--- src/rtl/core/atcd_pkg.sv ---
// Shared types and codes for the ATC texture block decoder.
package atcd_pkg;

    typedef enum logic [1:0] {
        MODE_OPAQUE   = 2'd0,
        MODE_EXPLICIT = 2'd1,
        MODE_INTERP   = 2'd2,
        MODE_OFF      = 2'd3
    } t_alpha_mode;

    typedef logic [3:0][23:0] t_pal;
    typedef logic [7:0][7:0]  t_atab;

    typedef struct packed {
        logic s2_load;
        logic s3_load;
    } t_stage_ctl;

    typedef struct packed {
        t_pal        pal;
        t_atab       atab;
        logic [31:0] idx;
        logic [63:0] abits;
        t_alpha_mode mode;
    } t_ctx;

endpackage

--- src/rtl/core/atcd_palette.sv ---
// Two-stage colour palette builder: channel widening, blends and variant entry.
module atcd_palette (
    input  logic                 i_clk,
    input  atcd_pkg::t_stage_ctl i_ctl,
    input  logic [15:0]          i_color_a,
    input  logic [15:0]          i_color_b,
    output atcd_pkg::t_pal       o_pal
);
    import atcd_pkg::*;

    localparam logic [13:0] InterpMul = 14'd21;

    logic [7:0] red0, green0, blue0, red1, green1, blue1;
    logic [5:0][9:0]  sum;
    logic [5:0][13:0] n_prod;
    logic [8:0]  blue_diff;
    logic [7:0]  red_var;
    logic [9:0]  green_diff;
    logic [23:0] n_var_entry;

    logic [5:0][13:0] r_prod;
    logic [23:0] r_var_entry;
    logic [23:0] r_col0;
    logic [23:0] r_col1;
    logic        r_variant;
    t_pal        n_pal;
    t_pal        r_pal;

    assign red0   = {i_color_a[14:10], 3'b000};
    assign green0 = {i_color_a[9:4], i_color_a[9:8]};
    assign blue0  = {i_color_a[4:0], 3'b000};
    assign red1   = {i_color_b[15:11], 3'b000};
    assign green1 = {i_color_b[10:5], i_color_b[10:9]};
    assign blue1  = {i_color_b[4:0], 3'b000};

    always_comb begin
        sum[0] = {1'b0, red0, 1'b0}   + {2'b00, red1};
        sum[1] = {1'b0, green0, 1'b0} + {2'b00, green1};
        sum[2] = {1'b0, blue0, 1'b0}  + {2'b00, blue1};
        sum[3] = {1'b0, red1, 1'b0}   + {2'b00, red0};
        sum[4] = {1'b0, green1, 1'b0} + {2'b00, green0};
        sum[5] = {1'b0, blue1, 1'b0}  + {2'b00, blue0};
        for (int i = 0; i < 6; i++) begin
            n_prod[i] = {4'b0000, sum[i]} * InterpMul;
        end
    end

    // The blue borrow runs on into red, as it does on the packed word.
    assign blue_diff   = {1'b0, blue0} - {3'b000, blue1[7:2]};
    assign red_var     = red0 - {2'b00, red1[7:2]} - {7'b0000000, blue_diff[8]};
    assign green_diff  = {green0, 2'b00} - {2'b00, green1};
    assign n_var_entry = {red_var, green_diff[9:2], blue_diff[7:0]};

    always_ff @(posedge i_clk) begin
        if (i_ctl.s2_load) begin
            r_prod      <= n_prod;
            r_var_entry <= n_var_entry;
            r_col0      <= {red0, green0, blue0};
            r_col1      <= {red1, green1, blue1};
            r_variant   <= i_color_a[15];
        end
    end

    always_comb begin
        if (r_variant) begin
            n_pal[0] = 24'd0;
            n_pal[1] = r_var_entry;
            n_pal[2] = r_col0;
        end else begin
            n_pal[0] = r_col0;
            n_pal[1] = {r_prod[0][13:6], r_prod[1][13:6], r_prod[2][13:6]};
            n_pal[2] = {r_prod[3][13:6], r_prod[4][13:6], r_prod[5][13:6]};
        end
        n_pal[3] = r_col1;
    end

    always_ff @(posedge i_clk) begin
        if (i_ctl.s3_load) begin
            r_pal <= n_pal;
        end
    end

    assign o_pal = r_pal;

endmodule

--- src/rtl/core/atcd_alpha.sv ---
// Two-stage alpha table builder: weighted sums, then division by five or seven.
module atcd_alpha (
    input  logic                 i_clk,
    input  atcd_pkg::t_stage_ctl i_ctl,
    input  logic [15:0]          i_endpoints,
    output atcd_pkg::t_atab      o_atab
);
    import atcd_pkg::*;

    localparam logic [22:0] Recip7 = 23'd2341;
    localparam logic [22:0] Recip5 = 23'd1639;
    localparam int          Shift7 = 14;
    localparam int          Shift5 = 13;

    logic [7:0] a0, a1;
    logic       ge;
    logic [5:0][10:0] n_sum;
    logic [5:0][10:0] r_sum;
    logic       r_ge;
    logic [7:0] r_a0, r_a1;
    logic [5:0][22:0] q7;
    logic [5:0][22:0] q5;
    t_atab      n_atab;
    t_atab      r_atab;

    assign a0 = i_endpoints[7:0];
    assign a1 = i_endpoints[15:8];
    assign ge = (a0 >= a1);

    always_comb begin
        for (int k = 1; k <= 6; k++) begin
            if (ge) begin
                n_sum[k-1] = {3'b000, a0} * 11'(7 - k) + {3'b000, a1} * 11'(k);
            end else if (k <= 4) begin
                n_sum[k-1] = {3'b000, a0} * 11'(5 - k) + {3'b000, a1} * 11'(k);
            end else begin
                n_sum[k-1] = 11'd0;
            end
        end
    end

    always_ff @(posedge i_clk) begin
        if (i_ctl.s2_load) begin
            r_sum <= n_sum;
            r_ge  <= ge;
            r_a0  <= a0;
            r_a1  <= a1;
        end
    end

    always_comb begin
        n_atab[0] = r_a0;
        n_atab[1] = r_a1;
        for (int j = 0; j < 6; j++) begin
            q7[j] = {12'd0, r_sum[j]} * Recip7;
            q5[j] = {12'd0, r_sum[j]} * Recip5;
            n_atab[j+2] = r_ge ? q7[j][Shift7 +: 8] : q5[j][Shift5 +: 8];
        end
        if (!r_ge) begin
            n_atab[6] = 8'h00;
            n_atab[7] = 8'hff;
        end
    end

    always_ff @(posedge i_clk) begin
        if (i_ctl.s3_load) begin
            r_atab <= n_atab;
        end
    end

    assign o_atab = r_atab;

endmodule

--- src/rtl/core/atcd_serializer.sv ---
// Pixel serialiser: walks one decoded block and emits its sixteen pixels in order.
module atcd_serializer (
    input  logic           i_clk,
    input  logic           i_rst_n,
    input  logic           i_load,
    input  atcd_pkg::t_ctx i_ctx,
    output logic           o_free,
    output logic           o_pixel_valid,
    output logic [1:0]     o_pixel_col,
    output logic [1:0]     o_pixel_row,
    output logic [31:0]    o_pixel_argb,
    output logic           o_last_pixel
);
    import atcd_pkg::*;

    t_ctx        r_ctx;
    logic        r_valid;
    logic [3:0]  r_cnt;
    logic [1:0]  ci;
    logic [3:0]  nib;
    logic [2:0]  ai;
    logic [7:0]  alpha;
    logic        r_o_valid;
    logic [1:0]  r_o_col;
    logic [1:0]  r_o_row;
    logic [31:0] r_o_argb;
    logic        r_o_last;

    assign o_free = !r_valid || (r_cnt == 4'd15);

    always_ff @(posedge i_clk) begin
        if (!i_rst_n) begin
            r_valid <= 1'b0;
            r_cnt   <= 4'd0;
        end else if (i_load) begin
            r_valid <= 1'b1;
            r_cnt   <= 4'd0;
        end else if (r_valid) begin
            if (r_cnt == 4'd15) begin
                r_valid <= 1'b0;
            end
            r_cnt <= r_cnt + 4'd1;
        end
    end

    always_ff @(posedge i_clk) begin
        if (i_load) begin
            r_ctx <= i_ctx;
        end
    end

    always_comb begin
        ci  = 2'(r_ctx.idx >> {r_cnt, 1'b0});
        nib = 4'(r_ctx.abits >> {r_cnt, 2'b00});
        ai  = 3'(r_ctx.abits[63:16] >> ({2'b00, r_cnt} * 6'd3));
        case (r_ctx.mode)
            MODE_OPAQUE:   alpha = 8'hff;
            MODE_EXPLICIT: alpha = {nib, nib};
            MODE_INTERP:   alpha = r_ctx.atab[ai];
            default:       alpha = 8'hff;
        endcase
    end

    always_ff @(posedge i_clk) begin
        if (!i_rst_n) begin
            r_o_valid <= 1'b0;
        end else begin
            r_o_valid <= r_valid;
        end
    end

    always_ff @(posedge i_clk) begin
        r_o_col  <= r_cnt[1:0];
        r_o_row  <= r_cnt[3:2];
        r_o_argb <= {alpha, r_ctx.pal[ci]};
        r_o_last <= (r_cnt == 4'd15);
    end

    assign o_pixel_valid = r_o_valid;
    assign o_pixel_col   = r_o_col;
    assign o_pixel_row   = r_o_row;
    assign o_pixel_argb  = r_o_argb;
    assign o_last_pixel  = r_o_last;

    a_last_is_corner: assert property (@(posedge i_clk) disable iff (!i_rst_n)
        r_o_valid && r_o_last |-> r_o_col == 2'd3 && r_o_row == 2'd3)
        else $error("Last pixel flagged away from the bottom-right corner.");

    a_block_contiguous: assert property (@(posedge i_clk) disable iff (!i_rst_n)
        r_o_valid && !r_o_last |=> r_o_valid)
        else $error("Pixel stream of a block was broken off.");

    a_pixel_order: assert property (@(posedge i_clk) disable iff (!i_rst_n)
        r_o_valid && !r_o_last |=> {r_o_row, r_o_col} == $past({r_o_row, r_o_col}) + 4'd1)
        else $error("Pixels of a block left raster order.");

endmodule

--- src/rtl/core/atc_texture_block_decoder_core.sv ---
// Top level of the ATC texture block decoder: request pipeline and pixel output.
//
//   Channel  | Handshake               | Payload
//   ---------+-------------------------+------------------------------------------------
//   request  | start / busy            | i_base_color_a, i_base_color_b,
//            |                         | i_color_indices, i_alpha_bits
//   pixel    | o_pixel_valid (strobe)  | o_pixel_col, o_pixel_row, o_pixel_argb,
//            |                         | o_last_pixel
//   config   | i_cfg_we                | i_cfg_wdata (alpha mode)
//
// A request is taken when start is high and busy is low. Each block yields sixteen
// pixels, one per cycle, and the single pixel serialiser sets the sustained rate. A
// request passes the input register, the palette and alpha stage registers and the
// serialiser's context and output registers. Up to three further requests queue
// in the palette and alpha stages while a block is emitted; busy rises when they
// are full. A request taken in alpha mode three produces no pixels. Reset clears
// all valid bits and sets the alpha mode to opaque. The receiver cannot stall.
module atc_texture_block_decoder_core (
    input  logic        i_clk,
    input  logic        i_rst_n,
    input  logic        start,
    output logic        busy,
    input  logic [15:0] i_base_color_a,
    input  logic [15:0] i_base_color_b,
    input  logic [31:0] i_color_indices,
    input  logic [63:0] i_alpha_bits,
    input  logic        i_cfg_we,
    input  logic [1:0]  i_cfg_wdata,
    output logic        o_pixel_valid,
    output logic [1:0]  o_pixel_col,
    output logic [1:0]  o_pixel_row,
    output logic [31:0] o_pixel_argb,
    output logic        o_last_pixel
);
    import atcd_pkg::*;

    t_alpha_mode r_alpha_mode;

    logic        r_s1_valid;
    t_alpha_mode r_s1_mode;
    logic [15:0] r_s1_c0;
    logic [15:0] r_s1_c1;
    logic [31:0] r_s1_idx;
    logic [63:0] r_s1_abits;

    logic        r_s2_valid;
    t_alpha_mode r_s2_mode;
    logic [31:0] r_s2_idx;
    logic [63:0] r_s2_abits;

    logic        r_s3_valid;
    t_alpha_mode r_s3_mode;
    logic [31:0] r_s3_idx;
    logic [63:0] r_s3_abits;

    logic       ser_free;
    logic       ser_load;
    logic       s1_ready;
    logic       s2_ready;
    logic       s3_ready;
    logic       accept;
    t_stage_ctl ctl;
    t_pal       pal;
    t_atab      atab;
    t_ctx       ctx;

    assign s3_ready    = !r_s3_valid || ser_free;
    assign s2_ready    = !r_s2_valid || s3_ready;
    assign s1_ready    = !r_s1_valid || s2_ready;
    assign busy        = !s1_ready;
    assign accept      = start && s1_ready;
    assign ctl.s2_load = r_s1_valid && s2_ready;
    assign ctl.s3_load = r_s2_valid && s3_ready;
    assign ser_load    = r_s3_valid && ser_free;

    always_ff @(posedge i_clk) begin
        if (!i_rst_n) begin
            r_alpha_mode <= MODE_OPAQUE;
        end else if (i_cfg_we) begin
            r_alpha_mode <= t_alpha_mode'(i_cfg_wdata);
        end
    end

    always_ff @(posedge i_clk) begin
        if (!i_rst_n) begin
            r_s1_valid <= 1'b0;
            r_s2_valid <= 1'b0;
            r_s3_valid <= 1'b0;
        end else begin
            if (accept) begin
                r_s1_valid <= (r_alpha_mode != MODE_OFF);
            end else if (ctl.s2_load) begin
                r_s1_valid <= 1'b0;
            end
            if (ctl.s2_load) begin
                r_s2_valid <= 1'b1;
            end else if (ctl.s3_load) begin
                r_s2_valid <= 1'b0;
            end
            if (ctl.s3_load) begin
                r_s3_valid <= 1'b1;
            end else if (ser_load) begin
                r_s3_valid <= 1'b0;
            end
        end
    end

    always_ff @(posedge i_clk) begin
        if (accept) begin
            r_s1_mode  <= r_alpha_mode;
            r_s1_c0    <= i_base_color_a;
            r_s1_c1    <= i_base_color_b;
            r_s1_idx   <= i_color_indices;
            r_s1_abits <= i_alpha_bits;
        end
        if (ctl.s2_load) begin
            r_s2_mode  <= r_s1_mode;
            r_s2_idx   <= r_s1_idx;
            r_s2_abits <= r_s1_abits;
        end
        if (ctl.s3_load) begin
            r_s3_mode  <= r_s2_mode;
            r_s3_idx   <= r_s2_idx;
            r_s3_abits <= r_s2_abits;
        end
    end

    atcd_palette u_palette (
        .i_clk     (i_clk),
        .i_ctl     (ctl),
        .i_color_a (r_s1_c0),
        .i_color_b (r_s1_c1),
        .o_pal     (pal)
    );

    atcd_alpha u_alpha (
        .i_clk       (i_clk),
        .i_ctl       (ctl),
        .i_endpoints (r_s1_abits[15:0]),
        .o_atab      (atab)
    );

    assign ctx.pal   = pal;
    assign ctx.atab  = atab;
    assign ctx.idx   = r_s3_idx;
    assign ctx.abits = r_s3_abits;
    assign ctx.mode  = r_s3_mode;

    atcd_serializer u_serializer (
        .i_clk         (i_clk),
        .i_rst_n       (i_rst_n),
        .i_load        (ser_load),
        .i_ctx         (ctx),
        .o_free        (ser_free),
        .o_pixel_valid (o_pixel_valid),
        .o_pixel_col   (o_pixel_col),
        .o_pixel_row   (o_pixel_row),
        .o_pixel_argb  (o_pixel_argb),
        .o_last_pixel  (o_last_pixel)
    );

endmodule

--- config.mk ---
export PLATFORM = sky130hd
export DESIGN_NAME = atc_texture_block_decoder_core
export DESIGN_NICKNAME = d
export VERILOG_FILES = /design/src/rtl/core/atcd_pkg.sv /design/src/rtl/core/atcd_palette.sv /design/src/rtl/core/atcd_alpha.sv /design/src/rtl/core/atcd_serializer.sv /design/src/rtl/core/atc_texture_block_decoder_core.sv
export SDC_FILE = /design/constraint.sdc
export NUM_CORES = 2
export LEC_CHECK = 0
export BUFFER_PORTS_ARGS = -buffer_cell sky130_fd_sc_hd__buf_2
export CAP_MARGIN = 10
export CORE_MARGIN = 8
export CORE_UTILIZATION = 45
export CTS_CLUSTER_SIZE = 10
export DETAILED_ROUTE_END_ITERATION = 8
export GPL_TIMING_DRIVEN = 0
export PLACE_DENSITY = 0.6
export SYNTH_ARGS = -nofsm -noshare
export SYNTH_HDL_FRONTEND = slang
export SYNTH_SLANG_ARGS = --single-unit
export TNS_END_PERCENT = 30
--- constraint.sdc ---
create_clock -name i_clk -period 18.27 [get_ports i_clk]
set_input_delay 0 -clock i_clk [delete_from_list [all_inputs] [get_ports i_clk]]
set_output_delay 0 -clock i_clk [all_outputs]
set_load 0.03 [all_outputs]
==> results.toml <==
[global_routing]
grt_max_degree = 36
grt-ovfl-total = 0
grt_usage_pct = 17.25
first_global_vias = 33970
antenna_found_initial = 7
grt_pass1_wl_um = 185100

[clocking]
clk_latency_ns = 0.69
clockRootBuffer = "clkbuf_16"
cts_max_level = 3
cts_num_sinks = 891
post_cts_buffers = 0
cts_tree = "yes"
clk_pin_slew_ns = 0.06
cts_buffers = 104
cts_buffer_depth = 3

[finish]
final_layout_size_suffix_gt1_share_pct = 9.810
fin_util_pct = 52.44
area_delta_synth_final_pct = 15.44
fillerInstances = 10660
nets = 6105

[synth]
synth_ff_type = "edfxtp_1"
yosysTopAreaCell = "edfxtp_1"
synth_area_um2 = 56310
yosysWarnings = 0
synth_edf_count = 843
synth_common_cells = "ha_1, edfxtp_1, inv_1"
yosysSeqAreaShare_pct = 46.66
netlist_instances = 4250
synth_async_sr_flop_share_pct = 0
yosys.area.top_type_share_pct = 44.96
syn_nets = 5590
yosys-top-cells-area = "edfxtp_1, ha_1, fa_1, inv_1, xnor2_1"
synth_cell_type_count = 64
yosysMostFrequentCell = "ha_1"
syn_avg_cell_area_um2 = 13.25
synth_seq_cells = 891

[detailed_routing]
ant_nets = 0
viasPerCell = 5.001
drt_wl_total_um = 117200
drc_errors = 0
num_vias = 32380
wire_per_inst_um = 18.11
drt_first_pass_iters = 5
drt-initial-drc-count = 1504

[placement]
place_hpwl_um = 90020
port_buffers = 172
gp_congestion = 0.8425

[timing]
period_share_pct = 33.96
drv_slew = 0
worst_slew_pin_slew_ns = 1.102
slew_headroom_pct = 26.53
tns_ns = 0
fmax_ghz = 0.1612
grt_setup_unrepaired = "false"
hold_viol = 0
fin_crit_ns = 6.204
skew_ns = 0.03252
holdWs_ns = 0.03707
setup_viol = 0

[power_and_ir_drop]
pwr-share-seq_pct = 26.4
internal_power_uw = 6353
switching_share_pct = 39.24
p_leak_uw = 0.02876
vdd_drop_max_mv = 0.1208
p_comb_share_pct = 55.8
power_density_nw_per_um2 = 160.9
switchingPower_uw = 4104
power_frac_clock_pct = 17.8

[die]
die_area_um2 = 136700
die_w_um = 369.7
io_pins = 173
fp.coreArea_um2 = 124000
die_y_um = 369.7
start_util_pct = 45.43
rows = 129

[critical_path]
arrival_ns = 6.58
start_kind = "register"
crit_fanout = 18
path_class = "register to register"
worst_path_largest_cell_delay_ns = 1.07
crit_required_ns = 18.64
crit_slowest_cell = "edfxtp_1"
critPathCaptureType = "register"
crit_chain = "ha_1 > ha_1 > inv_1 > fa_1 > inv_1 > fa_1 > inv_1 > fa_1 > inv_1 > ha_1 > o21ai_0 > o21ai_0 > o221ai_1 > o21ai_0 > o41a_1 > a31o_2 > a21oi_1 > xnor2_1 > o21ai_0"

[hold_path]
hp-class = "primary input to register"

[run]
cap_violations = 0

[run_status]
status = "complete, no violations"
==> through the flow <==
stage          cell area [um^2]  setup slack [ns]  total power, uW  std cells
2_1_floorplan             56310             2.769             7315       4250
3_3_place_gp              59220            -4.419             8602       6059
3_5_place_dp              59880             11.98             8662       6090
4_1_cts                   64990             11.95            10630       6469
5_1_grt                   65000             11.58            11610       6472
6_report                  65010             12.07            10460       6474
==> cell type report <==
class | count | area [um^2] | share of cell area, %
clock buffer | 156 | 2829 | 4.352
antenna | 5 | 12.51 | 0.01925
multi-input combinational | 2589 | 27130 | 41.73
sequential | 891 | 26280 | 40.42
tap | 1637 | 2048 | 3.151
timing repair buffer | 409 | 3538 | 5.443
inverter | 716 | 2688 | 4.134
buffer | 54 | 262.8 | 0.4042
clock inverter | 17 | 227.7 | 0.3503
==> state kept, by name (all words and copies together) (netlist names), 22 cells and up <==
name	count
u_serializer.r_ctx	225
r_s2_abits	64
r_s3_abits	64
u_alpha.o_atab	48
r_s1_abits	64
r_s2_idx	32
u_alpha.r_sum	62
u_serializer.o_pixel_argb	32
r_s1_idx	32
u_palette.r_prod	54
r_s3_idx	32
u_palette.o_pal	79
u_palette.r_var_entry	22
==> cell families (layout without fill, tap and decap cells) <==
kind of cell	after synthesis	count (layout)	synth area share, %
adders and majority gates	1206	1206	30.36
DFF	891	891	46.66
buffers and inverters	770	1352	5.239
AOI/OAI and AO/OA	537	537	6.122
and+or+nand+nor	415	415	3.724
xor gates and xnor gates	251	251	3.904
muxes	180	180	3.993
other	0	5	0
==> cells in the final DEF (no fill, tap or decap), types with 71 or more instances in the layout <==
cell / synthesis / final
xnor2_1: 169 / 169
nor2b_1: 75 / 73
mux2i_1: 78 / 78
o21ai_0: 84 / 84
nor2_1: 112 / 112
fa_1: 267 / 267
dlygate4sd3_1: 0 / 206
buf_2: 18 / 190
ha_1: 939 / 939
a21oi_1: 175 / 175
mux2_2: 71 / 71
xor2_1: 82 / 82
nand2_1: 73 / 73
a21o_1: 73 / 73
edfxtp_1: 843 / 843
inv_1: 716 / 716
clkbuf_16: 0 / 105
clkbuf_1: 23 / 73
==> final timing paths <==
check	from	endpoint	slack, ns	depth (start not counted)
min	i_color_indices[25]	r_s1_idx[25]	0.04	2
max	r_s2_abits[8]	u_alpha.o_atab[39]	12.07	19
min reg2reg	u_serializer.r_cnt[2]	u_serializer.o_pixel_row[0]	0.36	0
max reg2reg	r_s2_abits[8]	u_alpha.o_atab[39]	12.07	19
==> critical path, delay by kind of cell, from the launching register on <==
kind,cells,cell delay (ns)
adder cells (fa/ha/maj),6,2.62
AO/OA/AOI/OAI,8,1.80
buffers and inverters,4,0.22
XOR/XNOR,1,0.19
flip-flops,1,1.07
==> per-layer routing <==
layer	share of wire (%)	GRT usage [%]
met5	0	0
met4	2.4	4.537
met3	3.6	2.540
met2	49	30.24
met1	45	22.39
==> power groups by stage <==
stage               combinational [uW]  clock (uW)  sequential (uW)
finish                            5830        1860             2760
detailed placement                5860           0             2810
floorplan                         4550           0             2770
CTS                               5960        1910             2760
global route                      6840        1990             2780
global placement                  5750           0             2850
==> timing repair <==
| item | CTS | global route |
|---|---|---|
| hold endpoints to repair | 161 | 0 |
| hold buffers | 206 | 0 |
| gates resized for setup | 0 | 0 |
Note: power is estimated with default switching activity, not from simulation.
